### src/sac_pkg.sv
// Shared types and constants for the sliding anagram counter.
`default_nettype none

package sac_pkg;

    // Default sizing, handed to the top-level parameters
    localparam int MAX_PATTERN_DEF = 64;
    localparam int ALPHABET_DEF    = 26;

    // Fixed field widths
    localparam int OPCODE_W = 2;
    localparam int LETTER_W = 5;
    localparam int TOTAL_W  = 32;
    localparam int IN_DATA_W = 8;
    // window_match + match_total + pattern_overflow, ahead of pattern_size
    localparam int OUT_FIXED_W = 1 + TOTAL_W + 1;
    // Wide enough to compare a letter against any alphabet size up to 511
    localparam int CMP_W = 9;

    // Item kinds carried on the input tuser
    typedef enum logic [OPCODE_W-1:0] {
        OP_CLEAR   = 2'd0,
        OP_PATTERN = 2'd1,
        OP_TEXT    = 2'd2
    } t_opcode;

    // Per-transaction commands from the control path to the histogram bank
    typedef struct packed {
        logic                clear;
        logic                pat_add;
        logic                txt_up;
        logic                txt_down;
        logic [LETTER_W-1:0] letter;
        logic [LETTER_W-1:0] gone;
    } t_hist_ctl;

endpackage

`default_nettype wire

### src/sac_ring.sv
// Circular letter buffer holding recent text letters, with write-to-read bypass.
`default_nettype none

module sac_ring #(
    parameter int MAX_PATTERN = sac_pkg::MAX_PATTERN_DEF,
    parameter int LEN_W       = 7,
    parameter int AW          = 6
) (
    input  wire logic                         i_clk,
    input  wire logic                         i_rst_n,
    input  wire logic                         i_wr_en,
    input  wire logic [AW-1:0]                i_wr_ptr,
    input  wire logic [sac_pkg::LETTER_W-1:0] i_wr_letter,
    input  wire logic                         i_rd_en,
    input  wire logic [AW-1:0]                i_rd_ptr,
    input  wire logic [LEN_W-1:0]             i_rd_len,
    output logic      [sac_pkg::LETTER_W-1:0] o_gone
);
    import sac_pkg::*;

    localparam int SUM_W = LEN_W + 1;

    logic [LETTER_W-1:0] mem [MAX_PATTERN];
    logic [LETTER_W-1:0] r_rd_data;
    logic [LETTER_W-1:0] r_byp_data;
    logic                r_byp;
    logic [SUM_W-1:0]    rd_sum;
    logic [AW-1:0]       rd_addr;

    // Letter that leaves the window: len entries behind the write pointer
    always_comb begin
        rd_sum = SUM_W'(i_rd_ptr) + SUM_W'(MAX_PATTERN) - SUM_W'(i_rd_len);
        if (rd_sum >= SUM_W'(MAX_PATTERN)) begin
            rd_sum = rd_sum - SUM_W'(MAX_PATTERN);
        end
        rd_addr = rd_sum[AW-1:0];
    end

    // Storage, one write and one registered read per cycle
    always_ff @(posedge i_clk) begin
        if (i_wr_en) begin
            mem[i_wr_ptr] <= i_wr_letter;
        end
        if (i_rd_en) begin
            r_rd_data  <= mem[rd_addr];
            r_byp_data <= i_wr_letter;
        end
    end

    // Same-cycle write to the read address takes the new letter
    always_ff @(posedge i_clk) begin
        if (!i_rst_n) begin
            r_byp <= 1'b0;
        end else if (i_rd_en) begin
            r_byp <= i_wr_en && (rd_addr == i_wr_ptr);
        end
    end

    assign o_gone = r_byp ? r_byp_data : r_rd_data;

endmodule

`default_nettype wire

### src/sac_hist.sv
// Pattern and window histograms with the differing-letter tally.
`default_nettype none

module sac_hist #(
    parameter int ALPHABET = sac_pkg::ALPHABET_DEF,
    parameter int LEN_W    = 7
) (
    input  wire logic               i_clk,
    input  wire logic               i_rst_n,
    input  wire sac_pkg::t_hist_ctl i_ctl,
    output logic                    o_tally_zero
);
    import sac_pkg::*;

    localparam int TW = $clog2(ALPHABET + 1);

    logic [LEN_W-1:0]    r_pat [ALPHABET];
    logic [LEN_W-1:0]    r_win [ALPHABET];
    logic [LEN_W-1:0]    n_pat [ALPHABET];
    logic [LEN_W-1:0]    n_win [ALPHABET];
    logic [ALPHABET-1:0] hit_pat, hit_up, hit_dn;
    logic [ALPHABET-1:0] gain, loss, fresh;
    logic [TW-1:0]       r_tally, n_tally;
    logic [TW-1:0]       r_distinct, n_distinct;
    logic [TW-1:0]       gain_cnt, loss_cnt;

    // Per-letter cell update
    always_comb begin
        for (int i = 0; i < ALPHABET; i++) begin
            hit_pat[i] = i_ctl.pat_add  && (CMP_W'(i_ctl.letter) == CMP_W'(i));
            hit_up[i]  = i_ctl.txt_up   && (CMP_W'(i_ctl.letter) == CMP_W'(i));
            hit_dn[i]  = i_ctl.txt_down && (CMP_W'(i_ctl.gone) == CMP_W'(i));

            n_pat[i] = i_ctl.clear ? '0 : r_pat[i] + LEN_W'(hit_pat[i]);

            if (i_ctl.clear || i_ctl.pat_add) begin
                n_win[i] = '0;
            end else if (hit_up[i] && !hit_dn[i]) begin
                n_win[i] = r_win[i] + LEN_W'(1);
            end else if (hit_dn[i] && !hit_up[i]) begin
                n_win[i] = r_win[i] - LEN_W'(1);
            end else begin
                n_win[i] = r_win[i];
            end

            gain[i]  = (r_win[i] == r_pat[i]) && (n_win[i] != r_pat[i]);
            loss[i]  = (r_win[i] != r_pat[i]) && (n_win[i] == r_pat[i]);
            fresh[i] = hit_pat[i] && (r_pat[i] == '0);
        end
    end

    // At most two cells change per text letter, so a count is 0, 1 or 2
    always_comb begin
        gain_cnt = (|(gain & (gain - 1'b1))) ? TW'(2) : TW'(|gain);
        loss_cnt = (|(loss & (loss - 1'b1))) ? TW'(2) : TW'(|loss);

        n_distinct = i_ctl.clear ? '0 : r_distinct + TW'(|fresh);

        if (i_ctl.clear) begin
            n_tally = '0;
        end else if (i_ctl.pat_add) begin
            // Window restarts empty: every letter present in the pattern differs
            n_tally = n_distinct;
        end else begin
            n_tally = r_tally + gain_cnt - loss_cnt;
        end
    end

    assign o_tally_zero = (n_tally == '0);

    // State registers
    always_ff @(posedge i_clk) begin
        if (!i_rst_n) begin
            for (int i = 0; i < ALPHABET; i++) begin
                r_pat[i] <= '0;
                r_win[i] <= '0;
            end
            r_tally    <= '0;
            r_distinct <= '0;
        end else begin
            for (int i = 0; i < ALPHABET; i++) begin
                r_pat[i] <= n_pat[i];
                r_win[i] <= n_win[i];
            end
            r_tally    <= n_tally;
            r_distinct <= n_distinct;
        end
    end

endmodule

`default_nettype wire

### src/sliding_anagram_counter_top.sv
// Sliding-window anagram counter: input register, update logic, result register.
// An accepted transaction passes the input register, then the result register.
// One transaction per cycle while results are taken; the input register and
// the result register are separate, so one more item is taken while a result waits.
// Reset (synchronous, active low) empties both registers and clears the pattern,
// window, tally, running total and overflow flag; no clearing pass is needed.
`default_nettype none

module sliding_anagram_counter_top #(
    parameter int  MAX_PATTERN = sac_pkg::MAX_PATTERN_DEF,
    parameter int  ALPHABET    = sac_pkg::ALPHABET_DEF,
    localparam int LEN_W       = $clog2(MAX_PATTERN + 1),
    localparam int OUT_W       = ((sac_pkg::OUT_FIXED_W + LEN_W + 7) / 8) * 8
) (
    input  wire logic                          i_clk,
    input  wire logic                          i_rst_n,
    input  wire logic                          i_s_tvalid,
    output logic                               o_s_tready,
    input  wire logic [sac_pkg::IN_DATA_W-1:0] i_s_tdata,  // letter
    input  wire logic [sac_pkg::OPCODE_W-1:0]  i_s_tuser,  // opcode
    output logic                               o_m_tvalid,
    input  wire logic                          i_m_tready,
    // window_match, match_total, pattern_overflow, pattern_size
    output logic      [OUT_W-1:0]              o_m_tdata
);
    import sac_pkg::*;

    localparam int AW = (MAX_PATTERN > 1) ? $clog2(MAX_PATTERN) : 1;
    localparam logic [AW-1:0] PTR_LAST = AW'(MAX_PATTERN - 1);

    // Input register
    logic                r_in_vld;
    logic [OPCODE_W-1:0] r_in_op;
    logic [LETTER_W-1:0] r_in_letter;

    // Block state
    logic [LEN_W-1:0]   r_len, n_len;
    logic [LEN_W-1:0]   r_fill, n_fill;
    logic [TOTAL_W-1:0] r_total, n_total;
    logic               r_ovf, n_ovf;
    logic [AW-1:0]      r_ptr, n_ptr;

    // Result register
    logic               r_out_vld;
    logic               r_out_match;
    logic [TOTAL_W-1:0] r_out_total;
    logic               r_out_ovf;
    logic [LEN_W-1:0]   r_out_len;

    logic advance, in_ready, load;
    logic letter_ok, is_clr, is_pat, is_txt, pat_add, pat_full, win_full;
    logic match, tally_zero;
    logic [LETTER_W-1:0] gone;
    t_hist_ctl hist_ctl;

    // Handshake: the held item moves on when the result register is free
    assign advance    = r_in_vld && (!r_out_vld || i_m_tready);
    assign in_ready   = !r_in_vld || advance;
    assign load       = i_s_tvalid && in_ready;
    assign o_s_tready = in_ready;

    always_ff @(posedge i_clk) begin
        if (!i_rst_n) begin
            r_in_vld <= 1'b0;
        end else if (in_ready) begin
            r_in_vld <= i_s_tvalid;
        end
    end

    always_ff @(posedge i_clk) begin
        if (load) begin
            r_in_op     <= i_s_tuser;
            r_in_letter <= i_s_tdata[LETTER_W-1:0];
        end
    end

    // Item decode
    always_comb begin
        letter_ok = CMP_W'(r_in_letter) < CMP_W'(ALPHABET);
        is_clr    = (r_in_op == OP_CLEAR);
        is_pat    = (r_in_op == OP_PATTERN) && letter_ok;
        is_txt    = (r_in_op == OP_TEXT) && letter_ok && (r_len != '0);
        pat_add   = is_pat && (r_len < LEN_W'(MAX_PATTERN));
        pat_full  = is_pat && !pat_add;
        win_full  = (r_fill >= r_len);
    end

    // Commands to the histogram bank, only on a moving transaction
    always_comb begin
        hist_ctl.clear    = advance && is_clr;
        hist_ctl.pat_add  = advance && pat_add;
        hist_ctl.txt_up   = advance && is_txt;
        hist_ctl.txt_down = advance && is_txt && win_full;
        hist_ctl.letter   = r_in_letter;
        hist_ctl.gone     = gone;
    end

    sac_hist #(
        .ALPHABET (ALPHABET),
        .LEN_W    (LEN_W)
    ) u_hist (
        .i_clk        (i_clk),
        .i_rst_n      (i_rst_n),
        .i_ctl        (hist_ctl),
        .o_tally_zero (tally_zero)
    );

    // Next state and match decision
    always_comb begin
        n_len   = r_len;
        n_fill  = r_fill;
        n_total = r_total;
        n_ovf   = r_ovf;
        n_ptr   = r_ptr;
        match   = 1'b0;
        priority if (is_clr) begin
            n_len   = '0;
            n_fill  = '0;
            n_total = '0;
            n_ovf   = 1'b0;
            n_ptr   = '0;
        end else if (pat_add) begin
            n_len  = r_len + LEN_W'(1);
            n_fill = '0;
        end else if (pat_full) begin
            n_ovf = 1'b1;
        end else if (is_txt) begin
            if (!win_full) begin
                n_fill = r_fill + LEN_W'(1);
            end
            n_ptr = (r_ptr == PTR_LAST) ? '0 : r_ptr + AW'(1);
            match = (n_fill == r_len) && tally_zero;
            if (match && (r_total != '1)) begin
                n_total = r_total + TOTAL_W'(1);
            end
        end else begin
            // ignored letters and the unused opcode leave the state alone
        end
    end

    always_ff @(posedge i_clk) begin
        if (!i_rst_n) begin
            r_len   <= '0;
            r_fill  <= '0;
            r_total <= '0;
            r_ovf   <= 1'b0;
            r_ptr   <= '0;
        end else if (advance) begin
            r_len   <= n_len;
            r_fill  <= n_fill;
            r_total <= n_total;
            r_ovf   <= n_ovf;
            r_ptr   <= n_ptr;
        end
    end

    // Letter buffer; the leaving letter is fetched as the item enters the
    // input register, using the state as it stands after this edge
    sac_ring #(
        .MAX_PATTERN (MAX_PATTERN),
        .LEN_W       (LEN_W),
        .AW          (AW)
    ) u_ring (
        .i_clk       (i_clk),
        .i_rst_n     (i_rst_n),
        .i_wr_en     (advance && is_txt),
        .i_wr_ptr    (r_ptr),
        .i_wr_letter (r_in_letter),
        .i_rd_en     (load),
        .i_rd_ptr    (advance ? n_ptr : r_ptr),
        .i_rd_len    (advance ? n_len : r_len),
        .o_gone      (gone)
    );

    // Result register
    always_ff @(posedge i_clk) begin
        if (!i_rst_n) begin
            r_out_vld <= 1'b0;
        end else if (advance) begin
            r_out_vld <= 1'b1;
        end else if (i_m_tready) begin
            r_out_vld <= 1'b0;
        end
    end

    always_ff @(posedge i_clk) begin
        if (advance) begin
            r_out_match <= match;
            r_out_total <= n_total;
            r_out_ovf   <= n_ovf;
            r_out_len   <= n_len;
        end
    end

    assign o_m_tvalid = r_out_vld;
    assign o_m_tdata  = OUT_W'({r_out_len, r_out_ovf, r_out_total, r_out_match});

endmodule

`default_nettype wire

### config.mk
export PLATFORM = sky130hd
export DESIGN_NAME = sliding_anagram_counter_top
export DESIGN_NICKNAME = d
export VERILOG_FILES = /design/src/sac_pkg.sv /design/src/sac_ring.sv /design/src/sac_hist.sv /design/src/sliding_anagram_counter_top.sv
export SDC_FILE = /design/constraint.sdc
export NUM_CORES = 2
export LEC_CHECK = 0
export BUFFER_PORTS_ARGS = -buffer_cell sky130_fd_sc_hd__buf_2
export CORE_ASPECT_RATIO = 0.9
export CORE_MARGIN = 2
export CORE_UTILIZATION = 45
export DETAILED_ROUTE_END_ITERATION = 6
export MAX_ROUTING_LAYER = met4
export PLACE_DENSITY = 0.65
export SLEW_MARGIN = 20
export SYNTH_ARGS = -nofsm -noshare
export SYNTH_HDL_FRONTEND = slang
export SYNTH_SLANG_ARGS = --single-unit
### constraint.sdc
create_clock -name i_clk -period 11.6 [get_ports i_clk]
set_clock_uncertainty 0.15 [all_clocks]
set_input_delay 0.58 -clock i_clk [delete_from_list [all_inputs] [get_ports i_clk]]
set_output_delay 0.58 -clock i_clk [all_outputs]
set_load 0.02 [all_outputs]
==> metrics.md <==
| Metric | Value |
|---|---|
| Final ANT Viol Nets | `0` |
| Post-synth EDFFs | `378` |
| Num ports | `64` |
| DRC errors left | `0` |
| Die span in y | `315 um` |
| Post-DR vias/cell | `6.10` |
| Critical Path Source Type | `register` |
| Routed vias | `39,648` |
| Num CTS Buffers | `89` |
| Die ar. | `110,000 um^2` |
| Mapped cell area | `48,500 um^2` |
| Yosys top cell by area | `edfxtp_1` |
| Total grt overflow | `0` |
| Detailed placer's ending HPWL | `98,600 um` |
| FFs w/ async S/R, synth | `0%` |
| Leakage | `0.0190 uW` |
| Worst path arrival time | `11.37 ns` |
| Worst-path fanout max | `15` |
| Total core area | `107,000 um^2` |
| Nets | `5,127` |
| PD cells | `121 nW/um^2` |
| Count of final max-slew check failures | `0` |
| Netlist cell types | `110` |
| Crit end category | `register` |
| Root Buffer | `clkbuf_16` |
| Worst Max-Slew Pin Slew | `1.19 ns` |
| Chip width | `350 um` |
| Met3 global-route usage | `5.71%` |
| Vias in the first global route | `36,642` |
| Most frequent cells in the layout | `nor2_1, dfxtp_1, edfxtp_1` |
| Area Growth Syn to Fin | `9.16%` |
| WP data required | `12.04 ns` |
| Clk sinks | `808` |
| Min Hold Slack | `0.0809 ns` |
| Postcts setup bufs | `0` |
| Fin crit share | `94.2%` |
| Met1 Use GR | `35.5%` |
| Max clock buf depth | `3` |
| Drt pass-1 iters | `6` |
| Slew headroom | `20.1%` |
| Share of layout cells above drive strength 1 | `9.50%` |
| GRT Overall Usage | `26.2%` |
| CP max stage delay | `0.87 ns` |
| Status | `finished, final reports clean` |
| Std-Cell Rows | `114` |
| Layout fillers | `9,876` |
| VDD IR-drop max | `0.164 mV` |
| Synth top area share | `23.4%` |
| Initial antenna violation count | `2` |
| RePlAce Congestion | `1.01` |
| TNS Setup | `0 ns` |
| Most common cell after layout, fill and taps aside | `nor2_1` |
| TritonCTS clock tree | `built` |
| Slowest cell on crit path | `nor3_1` |
| Min Clock Period, post-route | `10.93 ns` |
| Htree depth | `3` |
| CP Class | `register to register` |
| Final setup fails | `0` |
| Final wirelength | `142,000 um` |
| Starting density of the core | `45.2%` |
| Fin area | `52,900 um^2` |
| Gr busiest metal | `met2` |
| Hold WC Path Type | `primary input to register` |
| I/O Buffers | `53` |
| Routed wire length per instance | `21.9 um` |
| #FFs+latches synth | `808` |
| Post-place instance area | `49,800 um^2` |
| DRT iter0 DRCs | `4,218` |
| Synth Instances | `5,146` |
| Syn Area/Cell | `9.42 um^2` |
| Unrepaired setup endpoints after global routing | `false` |
| Area contributors post-synth | `edfxtp_1, dfxtp_1, xnor2_1, nor2_1, mux4_2` |
| GR met2 Demand/Resource | `38.7%` |
| Prevailing post-synth register cell | `dfxtp_1` |
| Maximum clock rate | `91.5 MHz` |
| Number of synthesis warnings | `0` |
| Final hold viol count | `0` |
| CTS clk-pin slew, worst paths | `0.06 ns` |
| First-pass GRT wire length | `219,000 um` |
| Maxcap violations | `0` |
| Clk_lat worst skew | `0.74 ns` |
| Register area share after synthesis | `41.2%` |
| Largest net degree at the start of global routing | `77` |
-- cell families after synthesis --
logic type / Yosys count / synth area share (%)
muxes: 180 / 6.34
xor gates and xnor gates: 572 / 10.7
buffers and inverters: 521 / 4.22
other: 1 / 0.00774
and+or+nand+nor: 2185 / 23.3
AOI/OAI and AO/OA: 743 / 10.8
DFF: 808 / 41.2
adders and majority gates: 136 / 3.53
-- through the flow --
| stage | total power [uW] | setup slack (ns) | utilization, % | cells |
|---|---|---|---|---|
| floorplan | 3370 | 2.40 | - | 5152 |
| global placement | 3530 | 0.949 | 46.5 | 6334 |
| detailed placement | 3540 | 0.773 | 46.5 | 6334 |
| CTS | 6470 | 0.736 | 49.4 | 6504 |
| global route | 6620 | 0.199 | 49.4 | 6505 |
| finish | 6420 | 0.672 | 49.4 | 6505 |
-- layout make-up --
cell class	instances	area (um^2)	share of cell area (%)
Timing Repair Buffer	141	993	1.88
Multi-Input combinational cell	3823	26600	50.4
Clock inverter	48	586	1.11
Tap cell	1450	1810	3.43
Antenna cell	1	2.50	0.00473
Sequential cell	808	20000	37.7
Inverter	119	449	0.849
Clock buffer	115	2450	4.63
-- Yosys cell counts (31+ instances only) --
library cell and count:
xnor2_1 318, a21oi_1 144, nand2_1 249, nor3_1 206, clkbuf_1 311, a22oi_1 55
edfxtp_1 378, nor2_1 655, nand3_1 245, and3_1 135, a31oi_1 31, a211oi_1 52
a21o_1 31, nor2b_1 37, or3_1 70, mux2i_1 63, buf_1 47, and2_1 105
ha_1 128, dfxtp_1 430, and4_1 31, inv_1 118, nand4_1 127, xor2_1 243
buf_2 32, nor4_1 112, mux4_2 100, o21ai_0 113
-- worst max-delay path: cells and delay by family (launching register included) --
kind                       cells  cell delay (ns)
AOI/OAI and AO/OA             15             4.04
xor gates and xnor gates       2             0.45
adders and majority gates      3             1.06
and+or+nand+nor               12             4.08
DFF                            1             0.42
buffers and inverters          2             0.21
muxes                          1             0.36
-- per-layer routing --
| metal | up-vias | wire length [um] |
|---|---|---|
| met5 | - | 0 |
| met4 | 0 | 5160 |
| met3 | 308 | 12600 |
| met2 | 1610 | 61900 |
| met1 | 19270 | 62600 |
| li1 | 18460 | - |
-- where the power goes --
part	switching, uW	internal [uW]	total (uW)
combinational	321	145	467
clock	1270	1670	2940
sequential	19.5	3000	3020
-- final timing paths --
path / cells past startpoint / to / slack (ns) / from
worst max-delay path: 35 / r_total[13] / 0.67 / r_len[2]
worst min-delay path: 3 / r_in_vld / 0.08 / i_s_tvalid
worst max register to register: 35 / r_total[13] / 0.67 / r_len[2]
worst min register to register: 2 / r_ovf / 0.33 / r_ovf
-- registers in the layout, summed over array words and instances (netlist names), 7 cells and up, named ones only --
name and count:
u_hist.r_win 182, u_ring.mem 320, r_out_total 32, r_out_len 7, r_total 32, r_fill 7, u_hist.r_pat 182
-- repair_timing --
item,in CTS,in global routing
hold endpoints to repair,7,0
hold buffers,7,0
resized for setup,0,1
endpoints found under the setup margin,0,1
No activity file was read; power rests on OpenSTA's default activity.
